**config.mk**
```make
export PLATFORM = sky130hd
export DESIGN_NAME = fca_need
export DESIGN_NICKNAME = d
export VERILOG_FILES = /design/src/design/assert_macros.svh /design/src/design/fca_pkg.sv /design/src/design/fca_need.sv
export SDC_FILE = /design/constraint.sdc
export NUM_CORES = 1
export LEC_CHECK = 0
export BUFFER_PORTS_ARGS = -buffer_cell sky130_fd_sc_hd__buf_2
export CAP_MARGIN = 0
export CORE_ASPECT_RATIO = 0.7
export CORE_MARGIN = 2
export CORE_UTILIZATION = 35
export CTS_CLUSTER_SIZE = 28
export DETAILED_ROUTE_END_ITERATION = 10
export SLEW_MARGIN = 10
export SYNTH_ARGS = -nofsm -noshare
export SYNTH_HDL_FRONTEND = slang
export SYNTH_SLANG_ARGS = --single-unit
export TNS_END_PERCENT = 50
```
**constraint.sdc**
```tcl
create_clock -name clk_i -period 5.2 [get_ports clk_i]
set_input_delay 1.04 -clock clk_i [delete_from_list [all_inputs] [get_ports clk_i]]
set_output_delay 1.04 -clock clk_i [all_outputs]
set_load 0.01 [all_outputs]
```
**src/design/assert_macros.svh**
```systemverilog
// Assertion helpers; expect clk_i and rst_ni in the including scope.
`ifndef ASSERT_MACROS_SVH
`define ASSERT_MACROS_SVH

// Same-cycle implication.
`define FCA_ASSERT_IMP(lbl, ante, cons) \
  lbl: assert property (@(posedge clk_i) disable iff (!rst_ni) (ante) |-> (cons)) \
    else $error("assertion failed");

// Next-cycle implication.
`define FCA_ASSERT_NXT(lbl, ante, cons) \
  lbl: assert property (@(posedge clk_i) disable iff (!rst_ni) (ante) |=> (cons)) \
    else $error("assertion failed");

`endif

```
**src/design/fca_pkg.sv**
```systemverilog
package fca_pkg;

  localparam int TABLE_ENTRIES = 2048;
  localparam int CONTENT_BYTES = 4032;

  localparam int IDX_W   = $clog2(TABLE_ENTRIES);
  localparam int CNT_W   = $clog2(TABLE_ENTRIES) + 1;
  localparam int LINK_W  = 16;
  localparam int LEN_W   = 24;

  localparam int SUM_W       = LEN_W + 1;
  localparam int MUL_W       = LEN_W + 2;
  localparam int PROD_W      = SUM_W + MUL_W;
  localparam int RECIP_SHIFT = SUM_W + $clog2(CONTENT_BYTES);

  // reciprocal of CONTENT_BYTES, rounded up; exact for any sum below 2**SUM_W
  localparam logic [MUL_W-1:0] RECIP_MUL =
    MUL_W'(((64'd1 << RECIP_SHIFT) + 64'(CONTENT_BYTES) - 64'd1) / 64'(CONTENT_BYTES));

  localparam logic [LINK_W-1:0] LINK_FREE = 16'h0000;
  localparam logic [LINK_W-1:0] LINK_END  = 16'hFFFF;
  localparam int FIRST_USABLE = 2;

  typedef enum logic [1:0] {
    FN_ALLOC  = 2'd0,
    FN_FREE   = 2'd1,
    FN_READ   = 2'd2,
    FN_FORMAT = 2'd3
  } func_e;

  typedef enum logic [1:0] {
    ST_OK        = 2'd0,
    ST_NO_SPACE  = 2'd1,
    ST_BAD_START = 2'd2,
    ST_BROKEN    = 2'd3
  } status_e;

  typedef struct packed {
    logic             go;
    logic [LEN_W-1:0] len;
    logic             dir;
  } need_req_t;

  typedef struct packed {
    logic             done;
    logic [LEN_W-1:0] need;
  } need_rsp_t;

endpackage

```
**src/design/fca_need.sv**
```systemverilog
module fca_need (
  input  logic               clk_i,
  input  logic               rst_ni,
  input  fca_pkg::need_req_t req_i,
  output fca_pkg::need_rsp_t rsp_o
);
  import fca_pkg::*;

  logic              vld_q;
  logic              done_q;
  logic              dir_q;
  logic [SUM_W-1:0]  sum_q;
  logic [LEN_W-1:0]  need_q, need_d;

  logic [PROD_W-1:0] prod;
  logic [LEN_W-1:0]  quo;

  // ceiling as floor((len + CONTENT_BYTES - 1) / CONTENT_BYTES), the divide
  // done as a multiply by the rounded-up reciprocal
  assign prod = PROD_W'(sum_q) * PROD_W'(RECIP_MUL);
  assign quo  = LEN_W'(prod >> RECIP_SHIFT);

  always_comb begin
    need_d = need_q;
    if (vld_q) begin
      // directory, or an empty file, takes one block
      need_d = (dir_q || quo == '0) ? LEN_W'(1) : quo;
    end
  end

  always_ff @(posedge clk_i or negedge rst_ni) begin
    if (!rst_ni) begin
      vld_q  <= 1'b0;
      done_q <= 1'b0;
    end else begin
      vld_q  <= req_i.go;
      done_q <= vld_q;
    end
  end

  always_ff @(posedge clk_i) begin
    if (req_i.go) begin
      sum_q <= SUM_W'(req_i.len) + SUM_W'(CONTENT_BYTES - 1);
      dir_q <= req_i.dir;
    end
    need_q <= need_d;
  end

  assign rsp_o.done = done_q;
  assign rsp_o.need = need_q;

endmodule

```
Word level (Yosys, flattened, before mapping)

Index checks and enable logic that the tools add are counted.

Bits in registers: 52
Input port bits: 28
Output and inout bits: 25
Word-level logic and storage cells: 10

Add/sub/neg operators: 1
Multipliers: 1
Reductions and logical operators: 2

Operators by type and width:

| kind                                                | count |
|---|---|
| multiplier 25 x 26 -> 51 bit, second input constant | 1 |
| adder 24 x 12 -> 25 bit, second input constant      | 1 |
| zero test 24 bit                                    | 1 |
| logical OR 1 bit                                    | 1 |

Logic depth before layout (Yosys ltp)

Depth in word-level cells: 3
Mapped depth: 23
Mapped depth without buffers: 23

Worst setup path before layout

OpenSTA, ideal clock, no wires.

Path kind: register to register
Start point: reg sum_q[24]
End point: reg need_q[0], data pin
Setup time: 0.165 ns
Arrival time: 5.279 ns
Data required time: 5.035 ns
Path slack: -0.244 ns
Stages on the path, launching flop included: 21
Path buffers: 0
Period minus slack after synthesis: 5.444 ns
Path through: edfxtp_1 > ha_1 > inv_1 > ha_1 > inv_1 > fa_1 > inv_1 > fa_1 > fa_1 > fa_1 > ha_1 > ha_1 > a21oi_1 > o21ai_1 > a221oi_1 > nand2_1 > a21o_1 > or3_1 > a211oi_1 > nand4_1 > o31ai_2

Cells in the longest elaborated chain, start to end: 3

Ends and longest elaborated chain:

| what                           | line           | RTL |
|---|---|---|
| start: declaration             | fca_need.sv:12 | `logic [SUM_W-1:0] sum_q;` |
| start signal: assignment       | fca_need.sv:43 | `sum_q <= SUM_W'(req_i.len) + SUM_W'(CONTENT_BYTES - 1);` |
| multiplier 25 x 26 -> 51 bit * | fca_need.sv:20 | `assign prod = PROD_W'(sum_q) * PROD_W'(RECIP_MUL);` |
| zero test 24 bit               | fca_need.sv:27 | `need_d = (dir_q \|\| quo == '0) ? LEN_W'(1) : quo;` |
| logical OR 1 bit               | fca_need.sv:27 |  |
| end signal: assignment         | fca_need.sv:46 | `need_q <= need_d;` |
| end: declaration               | fca_need.sv:13 | `logic [LEN_W-1:0] need_q, need_d;` |

Mark *: on every way between the ends. The rest lies on a longest branch, timed or not.
A chain may end at the register's enable or synchronous reset.

Final worst setup path

Ends and elaborated chain as after synthesis.

==> summary.md <==
| Metric | Value |
|---|---|
| RSZ-0062 raised after global routing | `yes` |
| Final Hold Fails | `0` |
| Total track usage | `17.4%` |
| Clk network pwr share | `5.8%` |
| Setup ws final | `-0.289 ns` |
| Final Critical Period | `5.49 ns` |
| Post-synthesis sequential area ratio | `16.4%` |
| Cell total after placement | `1207` |
| Power Dens Cells | `632 nW/um^2` |
| Die ar. | `23000 um^2` |
| Global route overflow | `0` |
| Max Fclk | `182 MHz` |
| Failing checks | `negative setup slack` |
| R2r setup slk | `-0.29 ns` |
| I/O pin total | `53` |
| Share of layout cells above drive strength 1 | `20.7%` |
| Worst path arrival time | `5.63 ns` |
| CP Max Fanout | `5` |
| Synthesized area per cell | `9.35 um^2` |
| Iteration-0 DRC Markers | `546` |
| Root Driver | `clkbuf_16` |
| Number of port buffers | `42` |
| Routed Antenna Nets | `0` |
| Flop pwr share | `7.9%` |
| Placer Congestion | `0.908` |
| Final Max Tran Viols | `0` |
| Clk slew on worst S/H paths | `0.07 ns` |
| WL per Instance | `15.9 um` |
| Tot Pwr | `0.00589 W` |
| Synth Cell Area | `7630 um^2` |
| Die Width | `181 um` |
| Ys flop type | `edfxtp_1` |
| Chip height | `128 um` |
| Max cap viols | `0` |
| Vias in the first global route | `5928` |
| Number of synthesized flops with an enable pin | `40` |
| Via count | `6083` |
| DR DRC count | `0` |
| Pre-antenna DRT Iters | `5` |
| Post-DP HPWL | `17000 um` |
| Hold_buf cts | `0` |
| Global-route wire length before repair | `31400 um` |
| Largest net degree at the start of global routing | `28` |
| Post-synthesis mux area share | `0.393%` |
| Main combinational cell family by area after synthesis | `adder cells` |
| Cell internal pwr | `0.00292 W` |
| FP Rows | `45` |
| Clock Path Buffers | `2` |
| Clk_skew | `0.00610 ns` |
| Worst hold slack | `0.511 ns` |
| Combinational Power Share | `86.4%` |
| Min-delay worst type | `primary input to asynchronous set/reset pin` |
| Final Instance Count excl. Fillers | `1228` |
| Adder-Cell Fraction of Synth Area | `47.3%` |
| Detailed Route WL | `19500 um` |
| Synth warn | `0` |
| CP required | `5.34 ns` |
| Critical path endpoint category | `flip-flop` |
| Syn Inst Count | `816` |
| Final core utilization | `43.2%` |
| TritonCTS buffer count | `5` |
| Rel. slew slack | `30.7%` |
| Later-pin clock latency in the skew report | `0.30 ns` |
| R2R depth | `21` |
| Yosys cell types | `62` |
| Yosys reg bits | `42` |
| # nets final | `1229` |
| Static Leak | `4.76 nW` |
| Sw frac | `50.4%` |
| Initial antenna violation count | `0` |
| Period utilization | `106%` |
| H-tree Lvls | `2` |
| Antenna fix cells | `0` |
| Most common cell after layout, fill and taps aside | `ha_1` |
| Outcome | `finished with violations` |
| VDD IR max | `391 uV` |
| Synth async-reset ratio | `4.76%` |
| Setup TNS | `-0.686 ns` |
| Worst-margin pin slew | `1.03 ns` |
| Compound-Gate Fraction of Synth Area | `12.1%` |
| Layout area overhead | `22.2%` |
| Critical Path Start | `sum_q[24]$_DFFE_PP_` |
| Commonest cells after routing, fill and taps aside | `190 x ha_1, 142 x inv_1, 86 x buf_4` |
| Sw power | `0.00297 W` |
| Via density | `4.95` |
| Core Region | `21600 um^2` |
| TritonCTS clock tree | `built` |
| Initial core utilization | `35.4%` |
| Xor and xnor area share after synthesis | `3.33%` |
| Setup violators final | `9` |
| CTS sink count | `42` |
| Reg2reg start | `sum_q[24]$_DFFE_PP_` |
| Worst setup path class | `flip-flop to flip-flop` |
| Synth Area in Simple Gates | `11.9%` |
| Reg2reg end | `need_q[0]$_SDFFCE_PP1P_` |
| Startpoint types | `flip-flop` |
==> worst max-delay path: stages (launching register included) <==
cell and delay, ns:
edfxtp_1 0.40, ha_1 0.31, inv_1 0.06, ha_1 0.13
inv_1 0.05, fa_1 0.47, inv_1 0.05, fa_1 0.47
fa_1 0.58, fa_2 0.47, ha_4 0.18, ha_4 0.29
buf_4 0.12, nand4_1 0.15, or3_1 0.41, or2_4 0.25
o22ai_4 0.12, mux2i_1 0.25, nor2_1 0.08, a211oi_2 0.19
nand4_1 0.11, o31ai_2 0.18
==> worst max path at each step <==
stage / to / cells past startpoint
after floorplan: need_q[0]$_SDFFCE_PP1P_ / 20
final: need_q[0]$_SDFFCE_PP1P_ / 21
after global placement: need_q[0]$_SDFFCE_PP1P_ / 21
after detailed placement: need_q[0]$_SDFFCE_PP1P_ / 22
after global routing: need_q[0]$_SDFFCE_PP1P_ / 21
after CTS: need_q[0]$_SDFFCE_PP1P_ / 21
==> cells by family after synthesis <==
family / after synthesis
adder cells (fa/ha/maj): 256
AND/OR/NAND/NOR: 180
AO/OA/AOI/OAI: 146
flip-flops: 42
other: 1
multiplexers: 3
buffers and inverters: 159
XOR/XNOR: 29
==> cell type report <==
cell class,count,area (um^2)
repair buffers,130,878
clock buffers,5,125
multi-input cells,624,6160
clock inverters,3,28.8
well taps,282,353
fillers,2083,12200
flip-flops and latches,42,1250
inverters,142,533
==> registers in the layout, indices dropped and copies added, names as in the netlist <==
name / flops
dir_q: 1
done_q: 1
need_q: 14
sum_q: 25
vld_q: 1
==> repair_timing <==
| item | 4_1_cts | 5_1_grt |
|---|---|---|
| resized for setup | 30 | 30 |
| pin swaps | 14 | 14 |
| buffers inserted | 11 | 2 |
| setup endpoints to repair | 14 | 14 |
==> routing by layer <==
metal / vias to the layer above / track usage (%) / share of wire, %
met2: 147 / 24.3 / 39
li1: 3102 / - / -
met3: 13 / 3.05 / 5.2
met4: 0 / 2.32 / 0.57
met1: 2821 / 28.0 / 55
met5: - / 0 / 0
==> Yosys cell counts (all sizes together) (4+ instances only) <==
cell type / number / share of area [%]
nor2b: 5 / 0.41
and2: 4 / 0.33
nor2: 39 / 1.9
nand3: 20 / 1.3
nor4: 9 / 0.82
fa: 54 / 14
a211oi: 7 / 0.69
a21o: 12 / 1.2
o21ai: 38 / 2.5
ha: 202 / 33
nor3: 12 / 0.79
xor2: 11 / 1.3
edfxtp: 40 / 16
inv: 142 / 7.0
buf: 15 / 1.5
a21oi: 50 / 3.3
o21bai: 4 / 0.39
and3: 8 / 0.66
nand4: 19 / 1.6
o21a: 4 / 0.39
or3: 5 / 0.48
xnor2: 18 / 2.1
nand2: 47 / 2.3
==> power groups by stage <==
stage,Combinational [W],Clock [W],Sequential [W]
after floorplan,0.00288,0,0.000482
after global placement,0.00446,0,0.000473
after detailed placement,0.00445,0,0.000473
after CTS,0.00483,0.000345,0.000466
after global routing,0.00567,0.000358,0.000470
final,0.00509,0.000339,0.000465
==> through the flow <==
stage	setup WS (ns)	cell area, um^2
2_1_floorplan	0.00660	7780
3_3_place_gp	-0.317	8790
3_5_place_dp	-0.456	8790
4_1_cts	-0.286	9170
5_1_grt	-0.538	9330
6_report	-0.289	9330
No activity file was read; power rests on OpenSTA's default activity.
